## config.mk

```make
export PLATFORM = sky130hd
export DESIGN_NAME = circular_window_average_flat
export DESIGN_NICKNAME = d
export VERILOG_FILES = /design/src/cwa_pkg.sv /design/src/cwa_stream_if.sv /design/src/circular_window_average.sv /design/src/flat_wrapper.sv
export SDC_FILE = /design/constraint.sdc
export NUM_CORES = 1
export LEC_CHECK = 0
export BUFFER_PORTS_ARGS = -buffer_cell sky130_fd_sc_hd__buf_2
export CORE_MARGIN = 4
export CORE_UTILIZATION = 51
export DETAILED_ROUTE_END_ITERATION = 16
export MAX_ROUTING_LAYER = met4
export PLACE_DENSITY = 0.67
export SETUP_SLACK_MARGIN = 0.2
export SLEW_MARGIN = 5
export SYNTH_ARGS = -nofsm -noshare
export SYNTH_HDL_FRONTEND = slang
export SYNTH_SLANG_ARGS = --single-unit
export TNS_END_PERCENT = 30
```

## constraint.sdc

```tcl
create_clock -name clk -period 11 [get_ports clk]
set_clock_uncertainty 0.05 [all_clocks]
set_input_delay 0.55 -clock clk [delete_from_list [all_inputs] [get_ports clk]]
set_output_delay 0.55 -clock clk [all_outputs]
set_load 0.02 [all_outputs]
```

## src/cwa_pkg.sv

```systemverilog
// package for the circular window average: widths, defaults and item types
package cwa_pkg;

    localparam int SAMPLE_W   = 16;
    localparam int WINDOW_DEF = 10;
    localparam int WINDOW_MIN = 2;
    localparam int WINDOW_MAX = 16;

    typedef struct packed {
        logic [SAMPLE_W-1:0] sample;
        logic                end_of_vector;
    } in_item_t;

    typedef struct packed {
        logic [SAMPLE_W-1:0] average;
        logic                last_result;
    } out_item_t;

endpackage

```

## src/cwa_stream_if.sv

```systemverilog
// valid/ready stream interface carrying one item per handshake
interface cwa_stream_if #(
    parameter type item_t = cwa_pkg::in_item_t
);
    logic  valid;
    logic  ready;
    item_t data;

    modport source (output valid, output data, input ready);
    modport sink   (input valid, input data, output ready);
endinterface

```

## src/circular_window_average.sv

```systemverilog
// top level: circular forward moving average over a vector of samples
//
//  channel   dir  item          fields
//  -------   ---  ------------  -----------------------------------
//  feed      in   in_item_t     sample[15:0], end_of_vector
//  result    out  out_item_t    average[15:0], last_result
//
// one shared adder sums a window one sample per cycle: each result is summed,
// passed through the reciprocal multiplier and then loaded into the output
// register; an item without a result goes from idle through the store update
// back to idle, and a new item is taken only after every result of the last
// one is loaded; feed.ready is high only while idle
// a result waiting in the output register stalls the sequencer at load
// rst_n clears the sequencer, the seen count and the output valid; the
// sample stores hold garbage until written
module circular_window_average #(
    parameter int WINDOW = cwa_pkg::WINDOW_DEF
) (
    input  logic                clk,
    input  logic                rst_n,
    cwa_stream_if.sink          feed,
    cwa_stream_if.source        result
);

    localparam int DEPTH  = WINDOW - 1;
    localparam int IDX_W  = (DEPTH > 1) ? $clog2(DEPTH) : 1;
    localparam int CNT_W  = $clog2(WINDOW);
    localparam int POS_W  = $clog2(2 * WINDOW - 1);
    localparam int SUM_W  = cwa_pkg::SAMPLE_W + $clog2(WINDOW);
    // round-up reciprocal: exact floor division for any sum below 2**SUM_W
    localparam int SHIFT  = SUM_W + $clog2(WINDOW);
    localparam longint RECIP_L = ((longint'(1) << SHIFT) + longint'(WINDOW) - 1)
                                 / longint'(WINDOW);
    localparam logic [SHIFT:0] RECIP = (SHIFT+1)'(RECIP_L);
    localparam int PROD_W = SUM_W + SHIFT + 1;

    typedef enum logic [4:0] {
        ST_IDLE = 5'b00001,
        ST_SUM  = 5'b00010,
        ST_MUL  = 5'b00100,
        ST_LOAD = 5'b01000,
        ST_DONE = 5'b10000
    } state_t;

    state_t                        state_reg, state_next;
    logic [cwa_pkg::SAMPLE_W-1:0]  cur_reg, cur_next;
    logic                          eov_reg, eov_next;
    logic [SUM_W-1:0]              acc_reg, acc_next;
    logic [PROD_W-1:0]             prod_reg;
    logic [POS_W-1:0]              pos_reg, pos_next;
    logic [CNT_W-1:0]              term_reg, term_next;
    logic [CNT_W-1:0]              res_reg, res_next;
    logic [CNT_W-1:0]              seen_reg, seen_next;
    logic [cwa_pkg::SAMPLE_W-1:0]  avg_reg;
    logic                          last_reg;
    logic                          out_valid_reg, out_valid_next;
    logic [cwa_pkg::SAMPLE_W-1:0]  recent_reg [DEPTH];
    logic [cwa_pkg::SAMPLE_W-1:0]  head_reg [DEPTH];

    logic                          full;
    logic                          last_res;
    logic                          load_ok;
    logic [cwa_pkg::SAMPLE_W-1:0]  elem;
    logic [POS_W-1:0]              head_pos;

    // full vector: window positions 0..WINDOW-2 come from the recent
    // samples, WINDOW-1 is the current sample, beyond that the head store
    assign full     = (seen_reg == CNT_W'(WINDOW - 1));
    assign head_pos = pos_reg - POS_W'(WINDOW);

    always_comb
    begin
        if (full)
        begin
            if (pos_reg < POS_W'(WINDOW - 1))
            begin
                elem = recent_reg[pos_reg[IDX_W-1:0]];
            end
            else if (pos_reg == POS_W'(WINDOW - 1))
            begin
                elem = cur_reg;
            end
            else
            begin
                elem = head_reg[head_pos[IDX_W-1:0]];
            end
        end
        else
        begin
            // short vector: head store then the current sample, wrapping
            if (pos_reg < POS_W'(seen_reg))
            begin
                elem = head_reg[pos_reg[IDX_W-1:0]];
            end
            else
            begin
                elem = cur_reg;
            end
        end
    end

    // last result of this item: one result without end of vector,
    // WINDOW results on a full vector end, seen+1 on a short one
    assign last_res = !eov_reg ? 1'b1 :
                      full     ? (res_reg == CNT_W'(WINDOW - 1)) :
                                 (res_reg == seen_reg);
    assign load_ok  = !out_valid_reg || result.ready;

    // sequencer
    always_comb
    begin
        state_next     = state_reg;
        cur_next       = cur_reg;
        eov_next       = eov_reg;
        acc_next       = acc_reg;
        pos_next       = pos_reg;
        term_next      = term_reg;
        res_next       = res_reg;
        seen_next      = seen_reg;
        out_valid_next = out_valid_reg;

        if (result.ready)
        begin
            out_valid_next = 1'b0;
        end

        case (state_reg)
            ST_IDLE:
            begin
                if (feed.valid)
                begin
                    cur_next  = feed.data.sample;
                    eov_next  = feed.data.end_of_vector;
                    acc_next  = '0;
                    pos_next  = '0;
                    term_next = '0;
                    res_next  = '0;
                    // filling the head store yields no result
                    if (!feed.data.end_of_vector && !full)
                    begin
                        state_next = ST_DONE;
                    end
                    else
                    begin
                        state_next = ST_SUM;
                    end
                end
            end
            ST_SUM:
            begin
                acc_next  = acc_reg + SUM_W'(elem);
                term_next = term_reg + CNT_W'(1);
                if (!full && pos_reg == POS_W'(seen_reg))
                begin
                    pos_next = '0;
                end
                else
                begin
                    pos_next = pos_reg + POS_W'(1);
                end
                if (term_reg == CNT_W'(WINDOW - 1))
                begin
                    state_next = ST_MUL;
                end
            end
            ST_MUL:
            begin
                state_next = ST_LOAD;
            end
            ST_LOAD:
            begin
                if (load_ok)
                begin
                    out_valid_next = 1'b1;
                    if (last_res)
                    begin
                        state_next = ST_DONE;
                    end
                    else
                    begin
                        res_next   = res_reg + CNT_W'(1);
                        pos_next   = POS_W'(res_reg) + POS_W'(1);
                        term_next  = '0;
                        acc_next   = '0;
                        state_next = ST_SUM;
                    end
                end
            end
            ST_DONE:
            begin
                if (eov_reg)
                begin
                    seen_next = '0;
                end
                else if (!full)
                begin
                    seen_next = seen_reg + CNT_W'(1);
                end
                state_next = ST_IDLE;
            end
            default:
            begin
                state_next = ST_IDLE;
            end
        endcase
    end

    // control registers
    always_ff @(posedge clk or negedge rst_n)
    begin
        if (!rst_n)
        begin
            state_reg     <= ST_IDLE;
            seen_reg      <= '0;
            out_valid_reg <= 1'b0;
            pos_reg       <= '0;
            term_reg      <= '0;
            res_reg       <= '0;
        end
        else
        begin
            state_reg     <= state_next;
            seen_reg      <= seen_next;
            out_valid_reg <= out_valid_next;
            pos_reg       <= pos_next;
            term_reg      <= term_next;
            res_reg       <= res_next;
        end
    end

    // datapath registers
    always_ff @(posedge clk)
    begin
        cur_reg <= cur_next;
        eov_reg <= eov_next;
        acc_reg <= acc_next;
        if (state_reg == ST_MUL)
        begin
            prod_reg <= PROD_W'(acc_reg) * PROD_W'(RECIP);
        end
        if (state_reg == ST_LOAD && load_ok)
        begin
            avg_reg  <= prod_reg[SHIFT +: cwa_pkg::SAMPLE_W];
            last_reg <= eov_reg && last_res;
        end
    end

    // sample stores, updated once the item's results are all out
    always_ff @(posedge clk)
    begin
        if (state_reg == ST_DONE)
        begin
            for (int i = 0; i < DEPTH - 1; i++)
            begin
                recent_reg[i] <= recent_reg[i+1];
            end
            recent_reg[DEPTH-1] <= cur_reg;
            if (!eov_reg && !full)
            begin
                head_reg[seen_reg[IDX_W-1:0]] <= cur_reg;
            end
        end
    end

    assign feed.ready               = (state_reg == ST_IDLE);
    assign result.valid             = out_valid_reg;
    assign result.data.average      = avg_reg;
    assign result.data.last_result  = last_reg;

    // seen count saturates one short of the window
    a_seen_range: assert property (@(posedge clk) disable iff (!rst_n)
        seen_reg <= CNT_W'(WINDOW - 1))
        else $error("seen count beyond window");

    // on a short vector the wrap position never passes the current sample
    a_short_pos: assert property (@(posedge clk) disable iff (!rst_n)
        (state_reg == ST_SUM && !full) |-> pos_reg <= POS_W'(seen_reg))
        else $error("short vector position out of range");

    // loading the final result of an item leads straight to the store update
    a_last_done: assert property (@(posedge clk) disable iff (!rst_n)
        (state_reg == ST_LOAD && load_ok && last_res) |=> state_reg == ST_DONE)
        else $error("final result not followed by store update");

    // a result is only produced after a full window sum and multiply
    a_load_after_mul: assert property (@(posedge clk) disable iff (!rst_n)
        $rose(out_valid_reg) |-> $past(state_reg) == ST_LOAD)
        else $error("result loaded outside load state");

endmodule

```

## src/flat_wrapper.sv

```systemverilog
// flat-port wrapper written by rule: the top's interface ports become plain ports
module circular_window_average_flat 
#(
    parameter int WINDOW = cwa_pkg::WINDOW_DEF
)
  (clk, rst_n, feed_valid, feed_data, feed_ready, result_valid, result_data, result_ready);
  cwa_stream_if #(.item_t(cwa_pkg::in_item_t)) feed_i ();
  cwa_stream_if #(.item_t(cwa_pkg::out_item_t)) result_i ();
  input  logic clk;
  input  logic rst_n;
  input wire logic [$bits(feed_i.valid)-1:0] feed_valid;
  input wire logic [$bits(feed_i.data)-1:0] feed_data;
  output wire logic [$bits(feed_i.ready)-1:0] feed_ready;
  output wire logic [$bits(result_i.valid)-1:0] result_valid;
  output wire logic [$bits(result_i.data)-1:0] result_data;
  input wire logic [$bits(result_i.ready)-1:0] result_ready;
  assign feed_i.valid = feed_valid;
  assign feed_i.data = feed_data;
  assign feed_ready = feed_i.ready;
  assign result_valid = result_i.valid;
  assign result_data = result_i.data;
  assign result_i.ready = result_ready;
  circular_window_average #(.WINDOW(WINDOW)) u_core (.clk(clk), .rst_n(rst_n), .feed(feed_i), .result(result_i));
endmodule
```

==> metrics.md, run 1 <==
| Metric | Value |
|---|---|
| Syn. warnings | `0` |
| Worst-Skew Late Latency | `~0.57 ns` |
| GPL Wtd Cong | `~0.90` |
| WL per Instance | `roughly 21 microns` |
| DR vias | `between 10000 and 15000` |
| Crit end category | `flip-flop` |
| Post-Syn Area | `0.02368 sq mm` |
| Hold path depth | `1` |
| Avg Cell Area, Syn | `roughly 14 sq um` |
| Area grow syn2layout | `9.099%` |
| Worst-path cell chain | `ha_1 > xor2_1 > ha_1 > a21o_1 > ha_1 > inv_1 > fa_1 > fa_1 > inv_1 > fa_1 > inv_1 > fa_1 > inv_1 > ha_1 > a21oi_1 > o211ai_1 > o211ai_1 > o21a_1 > a211oi_2 > o21a_1 > o2111ai_2 > a311o_1 > xnor2_1` |
| Setup bufs post-CTS | `0` |
| Top_reg_cell synth | `edfxtp_1` |
| Crit-path leading delay family | `adder cells` |
| Adder-cell area share of the yosys netlist | `0.2314` |
| Seq/Total Area, Yosys | `0.4783` |
| Seq cells post-synth | `approximately 380` |
| Clock buffer count from CTS | `40` |
| Clock-pin slew on the worst setup and hold paths | `0.06 ns` |
| DP HPWL | `roughly 37 mm` |
| Crit path time final | `~6.6 ns` |
| Critical Path Max Stage Delay | `around 0.54 ns` |
| Core area | `0.04567 sq mm` |
| Final #Nets | `around 2200` |
| Hold Crit Class | `input port to flip-flop` |
| Cells after Synth | `roughly 1700` |
| Initial DRC count | `between 1000 and 1500` |
| RSZ-0062 raised after global routing | `no` |
| Period utilization | `0.6032` |
| Slowest cell on crit path | `edfxtp_1` |
| Critical Setup Path Class | `flip-flop to flip-flop` |
| Die H | `roughly 220 microns` |
| TNS Setup | `0 ns` |
| Die width | `223.5 microns` |
| CP Depth | `23` |
| Io pins | `40` |
| CTS Sinks | `around 380` |
| Outcome | `finished, final reports clean` |
| Largest net degree at the start of global routing | `82` |
| Mux share of post-synthesis cell area | `0.09949` |
| Worst slew pin tran | `approximately 1.2 ns` |
| Congestion Overflow GR | `0` |
| Die Footprint | `around 0.050 sq mm` |
| Gr usage total | `0.2185` |
| Drt total wl | `slightly above 50 mm` |
| Ys async rst share | `0.06037` |
| First-pass GRT wire length | `slightly above 80 mm` |
| Ant. Diodes | `0` |
| Detailed-route DRC error count | `0` |
| Share of cells above drive strength 1 | `0.1338` |
| Port bufs | `39` |
| Number of synthesized flops with an enable pin | `~360` |
| CP Data Arrival Time | `roughly 7 ns` |
| Finished Layout Cells | `between 2000 and 2500` |
| Max Fanout on Critical Path | `7` |
| Placed Cells | `~2300` |
| Post-route antenna net violation count | `0` |
| CTS Hold Bufs | `1` |
| Buf+Inv Stages, Crit Path | `4` |
| Fin util | `0.5656` |
| Max Buffers Root-to-Sink | `3` |
| Fin. Hold Viols | `0` |
| Initial antenna violation count | `0` |
| Simple-gate share of the synthesized area | `0.05400` |
| Max Fclk | `0.1507 GHz` |
| Row count | `roughly 80` |
| Worst relative slew slack | `0.2302` |
| Fillers | `roughly 3700` |
| Post-Synth XOR/XNOR Area | `0.02071` |
| CTS H-tree lvls | `2` |
| Post-CTS Resized | `0` |
| Avg Vias per Cell | `between 5 and 6` |
| Slew Viols, Final | `0` |
| Initial core utilization | `0.5185` |
| Worst Setup Start Kind | `flip-flop` |
| Post-synthesis compound-gate area fraction | `0.07318` |
| Vias in the first global route | `between 10000 and 15000` |
| Root Driver | `clkbuf_16` |
| Mapped Nets | `between 2000 and 2500` |
| Yosys cell types | `~70` |
| DRT Pass-1 Iters | `5` |
| Main combinational cell family by area after synthesis | `adder cells` |
| Final setup viols | `0` |
| Required time of the critical path | `about 11 ns` |
| CTS tree | `built` |
| Reg2Reg Depth | `23` |
| Maxcap violations | `0` |
final timing paths:
check	start	to	slack (ns)
hold / removal	feed_data[3]	u_core.cur_reg[2]$_DFFE_PP_	0.1
setup / recovery	u_core.acc_reg[8]$_SDFFCE_PN0P_	u_core.prod_reg[38]$_DFFE_PP_	4.36
max in group asynchronous	rst_n	u_core.pos_reg[0]$_DFFE_PN0P_	10.05
hold reg to reg	u_core.prod_reg[27]$_DFFE_PP_	u_core.avg_reg[3]$_DFFE_PP_	0.37
setup reg to reg	u_core.acc_reg[8]$_SDFFCE_PN0P_	u_core.prod_reg[38]$_DFFE_PP_	4.36
min in group asynchronous	rst_n	u_core.state_reg[3]$_DFFE_PN0P_	0.46
through the flow:
step / setup WS [ns] / area, sq um / hold WS (ns)
2_1_floorplan: 4.897 / 23680 / 0.2044
3_3_place_gp: 4.463 / 24540 / 0.3509
3_5_place_dp: 4.372 / 24540 / 0.3559
4_1_cts: 4.364 / 25830 / 0.08086
5_1_grt: 4.043 / 25830 / 0.07256
6_report: 4.365 / 25830 / 0.09902
worst reg2reg max path: cells and delay by family (launching register included):
family	cells	cell delay [ns]
adders and majority gates	8	3.24
AOI/OAI and AO/OA	9	2.02
DFF	1	0.54
xor gates and xnor gates	2	0.35
buffers and inverters	4	0.23
cell families (layout without fill, tap and decap cells):
kind of cell,count (synthesis),count (layout)
flip-flops,381,381
adder cells (fa/ha/maj),360,360
AND/OR/NAND/NOR,280,280
AO/OA/AOI/OAI,278,278
XOR/XNOR,56,56
buffers and inverters,264,331
multiplexers,115,115
cell usage after synthesis (all sizes together), types with 14 or more instances:
master / count / area (sq um)
edfxtp: 358 / 10750
a21oi: 136 / 691.9
fa: 130 / 2603
nor2: 81 / 304.0
o21ai: 45 / 232.7
nand2: 114 / 427.9
xor2: 28 / 245.2
ha: 230 / 2878
clkbuf: 39 / 146.4
mux2i: 16 / 160.2
inv: 201 / 754.5
xnor2: 28 / 245.2
a21o: 14 / 105.1
mux4: 96 / 2162
buf: 23 / 110.1
a211oi: 36 / 275.3
and2: 14 / 87.58
dfrtp: 22 / 550.5
metal layers:
metal,part of all wire,global-route usage,wire [microns]
met2,0.46,0.3316,23740
met1,0.46,0.3143,23600
met4,0.021,0.04832,1090
met5,0,-,0
met3,0.061,0.03882,3142
cell usage in the layout, fill, tap and decap left out, drive strengths merged, types with 16 or more instances in the layout:
cell type  count
edfxtp       358
ha           230
inv          201
a21oi        136
fa           130
nand2        114
mux4          96
nor2          81
buf           55
clkbuf        48
o21ai         45
a211oi        36
xnor2         28
xor2          28
dfrtp         22
clkinv        21
mux2i         16
final cells by class:
class	instances	area, sq um	share of cell area
clock buffers	48	1031	0.03991
clock inverters	25	254.0	0.009831
inverters	202	763.2	0.02954
multi-input cells	1089	11380	0.4403
flip-flops and latches	381	11330	0.4387
well taps	600	750.7	0.02906
repair buffers	56	325.3	0.01259
Power of run 1 is not shown: default switching activity piles up to over one toggle a cycle in this logic, so the estimate is an artifact.
==> run 2: changes to the inputs <==
--- a/config.mk
+++ b/config.mk
@@ -5,6 +5,7 @@
 export SDC_FILE = /design/constraint.sdc
 export NUM_CORES = 1
 export LEC_CHECK = 0
+export ABC_AREA = 1
 export BUFFER_PORTS_ARGS = -buffer_cell sky130_fd_sc_hd__buf_2
 export CORE_MARGIN = 4
 export CORE_UTILIZATION = 51
==> constraint.sdc (replaced) <==
create_clock -name clk -period 6.4 [get_ports clk]
set_clock_uncertainty 0.05 [all_clocks]
set_input_delay 0.32 -clock clk [delete_from_list [all_inputs] [get_ports clk]]
set_output_delay 0.32 -clock clk [all_outputs]
set_load 0.02 [all_outputs]
==> metrics.md, run 2 <==
| Metric | Value |
|---|---|
| Top-area cell type share of the netlist area | `0.4194 (-0.03453)` |
| Syn. warnings | `0 (unchanged)` |
| Critical Setup Path Class | `flip-flop to flip-flop` |
| CTS Hold Bufs | `20 (+19)` |
| CTS H-tree lvls | `2 (unchanged)` |
| Commonest cells after routing, fill and taps aside | `nand2_1 (653), inv_1 (380), edfxtp_1 (358)` |
| Most common cell after layout, fill and taps aside | `nand2_1` |
| Worst Setup EP | `u_core.prod_reg[26]$_DFFE_PP_` |
| Crit end category | `flip-flop` |
| Outcome | `finished, final reports clean` |
| Count leader, synth | `nand2_1` |
| Io pins | `40 (unchanged)` |
| DRT Pass-1 Iters | `9 (+4)` |
| RSZ-0062 raised after global routing | `no` |
| Top post-synthesis cells by area | `edfxtp_1 (42%), ha_1 (11%), fa_1 (10%), nand2_1 (9.6%), inv_1 (5.6%)` |
| Required time of the critical path | `6.64 ns (-4.62 ns)` |
| CP Data Arrival Time | `6.12 ns (-0.77 ns)` |
| Yosys top cell by area | `edfxtp_1` |
| Die width | `232.2 microns (+3.9%)` |
| Maxcap violations | `0 (unchanged)` |
| First-pass GRT wire length | `104.6 mm (+27%)` |
| Initial DRC count | `1740 (+56%)` |
| Core area | `0.04936 sq mm (+8.1%)` |
| Share of cells above drive strength 1 | `0.06921 (-0.06460)` |
| Final #Nets | `3158 (+47%)` |
| Most frequent cells after synthesis | `nand2_1 (653), inv_1 (381), edfxtp_1 (358)` |
| Initial antenna violation count | `0 (unchanged)` |
| Setup bufs post-CTS | `0 (unchanged)` |
| Reg2Reg Depth | `23 (unchanged)` |
| Clock buffer count from CTS | `43 (+7.5%)` |
| R2r endpoint | `u_core.prod_reg[26]$_DFFE_PP_` |
| Die Footprint | `0.05391 sq mm (+7.9%)` |
| Post-Syn Area | `0.02563 sq mm (+8.2%)` |
| Area grow syn2layout | `8.968%` |
| Max Fclk | `0.1701 GHz (+13%)` |
| Largest net degree at the start of global routing | `88 (+7.3%)` |
| Port bufs | `39 (unchanged)` |
| R2R setup slack | `0.52 ns (-3.84 ns)` |
| Max Buffers Root-to-Sink | `3 (unchanged)` |
| Ant. Diodes | `0 (unchanged)` |
| Slew Viols, Final | `0 (unchanged)` |
| Avg Cell Area, Syn | `9.381 sq um (-31%)` |
| Hold Crit Class | `input port to async pin` |
| Gr usage total | `0.2555 (+0.03701)` |
| Cells after Synth | `2732 (+58%)` |
| Worst relative slew slack | `0.1919 (-0.03831)` |
| Worst setup path start | `u_core.acc_reg[8]$_SDFFCE_PN0P_` |
| DP HPWL | `48.08 mm (+31%)` |
| Max Fanout on Critical Path | `7 (unchanged)` |
| Clock-pin slew on the worst setup and hold paths | `0.06 ns (about the same)` |
| Period utilization | `0.9186 (+0.3154)` |
| Critical Path Max Stage Delay | `0.59 ns (+0.05 ns)` |
| Avg Vias per Cell | `5.437 (-5.8%)` |
| Slowest cell on crit path | `edfxtp_1` |
| DR vias | `18850 (+36%)` |
| Worst-path cell chain | `ha_1 > xor2_1 > ha_1 > a21o_1 > ha_1 > inv_1 > fa_1 > fa_1 > inv_1 > fa_1 > inv_1 > fa_1 > inv_1 > ha_1 > nand2_1 > inv_1 > nand2_1 > nand2_1 > a21oi_1 > a21boi_0 > nor2_1 > nand2_1 > nand2_1` |
| Vias in the first global route | `18650 (+30%)` |
| Worst-Skew Late Latency | `0.56 ns (about the same)` |
| Number of synthesized flops with an enable pin | `358 (unchanged)` |
| GPL Wtd Cong | `0.9933 (+9.8%)` |
| Final setup viols | `0 (unchanged)` |
| Post-CTS Resized | `0 (unchanged)` |
| Crit path time final | `5.879 ns (-0.7564 ns)` |
| Congestion Overflow GR | `0 (unchanged)` |
| Worst Setup Start Kind | `flip-flop` |
| Ys async rst share | `0.06037 (unchanged)` |
| TNS Setup | `0 ns (unchanged)` |
| Mapped Nets | `3113 (+47%)` |
| Drt total wl | `65.95 mm (+28%)` |
| Detailed-route DRC error count | `0 (unchanged)` |
| Seq/Total Area, Yosys | `0.4420 (-0.03638)` |
| CTS Sinks | `381 (unchanged)` |
| CTS tree | `built` |
| Reg2reg start | `u_core.acc_reg[8]$_SDFFCE_PN0P_` |
| Row count | `81 (+3.8%)` |
| WL per Instance | `19.02 microns (-11%)` |
| Initial core utilization | `0.5193 (+0.0008153)` |
| Yosys cell types | `43 (-39%)` |
| Root Driver | `clkbuf_16` |
| Top_reg_cell synth | `edfxtp_1` |
| Die H | `232.2 microns (+3.9%)` |
| Seq cells post-synth | `381 (unchanged)` |
| Post-route antenna net violation count | `0 (unchanged)` |
| Worst slew pin tran | `1.211 ns (+0.05617 ns)` |
| Fin. Hold Viols | `0 (unchanged)` |
run 2: layout make-up:
type	instances	area (sq um)
inverter	386	1454
tap	664	830.8
clock inverter	21	138.9
clock buffer	50	1102
timing repair buffer	89	620.6
fill	4375	21430
sequential	381	11330
multi-input combinational	1876	12450
run 2: through the flow:
stage / setup slack [ns] / cells / utilization / hold WS (ns) / cell area [sq um]
global route: 0.2129 / 3467 / 0.5658 / 0.2679 / 27930
detailed placement: 0.5555 / 3376 / 0.5366 / 0.2862 / 26490
finish: 0.5212 / 3467 / 0.5658 / 0.2139 / 27930
global placement: 0.5979 / 3376 / 0.5366 / 0.2817 / 26490
floorplan: 0.2120 / 2732 / - / -0.02559 / 25630
CTS: 0.5355 / 3467 / 0.5658 / 0.2092 / 27930
run 2: per-layer routing:
metal  wire length [microns]  track usage  vias to the layer above
li1                        -            -                     9122
met1                   30480       0.3690                     8931
met2                   29390       0.3883                      681
met3                    4479      0.03263                      116
met4                    1605      0.06258                        0
met5                       0            -                        -
run 2: cells by family (layout without fill, tap and decap cells):
family / count (synthesis) / count (layout) / synth area share
buffers and inverters: 475 / 546 / 0.07420
flip-flops: 381 / 381 / 0.4420
AO/OA/AOI/OAI: 347 / 347 / 0.07450
XOR/XNOR: 27 / 27 / 0.009226
AND/OR/NAND/NOR: 1142 / 1142 / 0.1863
adder cells (fa/ha/maj): 360 / 360 / 0.2138
run 2: worst min-delay path by stage:
stage / start / endpoint / slack [ns] / cells past startpoint
final: rst_n / u_core.result.valid$_DFF_PN0_ / 0.21 / 2
after global routing: rst_n / u_core.term_reg[0]$_DFFE_PN0P_ / 0.27 / 2
after CTS: rst_n / u_core.res_reg[1]$_DFFE_PN0P_ / 0.21 / 2
after detailed placement: rst_n / u_core.result.valid$_DFF_PN0_ / 0.29 / 1
after global placement: rst_n / u_core.term_reg[0]$_DFFE_PN0P_ / 0.28 / 1
after floorplan: rst_n / u_core.pos_reg[0]$_DFFE_PN0P_ / -0.03 / 0
run 2: worst max-delay path, delay by kind of cell (launching register included):
family / cells / cell delay, ns
DFF: 1 / 0.59
buffers and inverters: 5 / 0.31
xor gates and xnor gates: 1 / 0.23
and+or+nand+nor: 6 / 0.51
AOI/OAI and AO/OA: 3 / 0.58
adders and majority gates: 8 / 3.32
Power of run 2 is left out for the same reason.
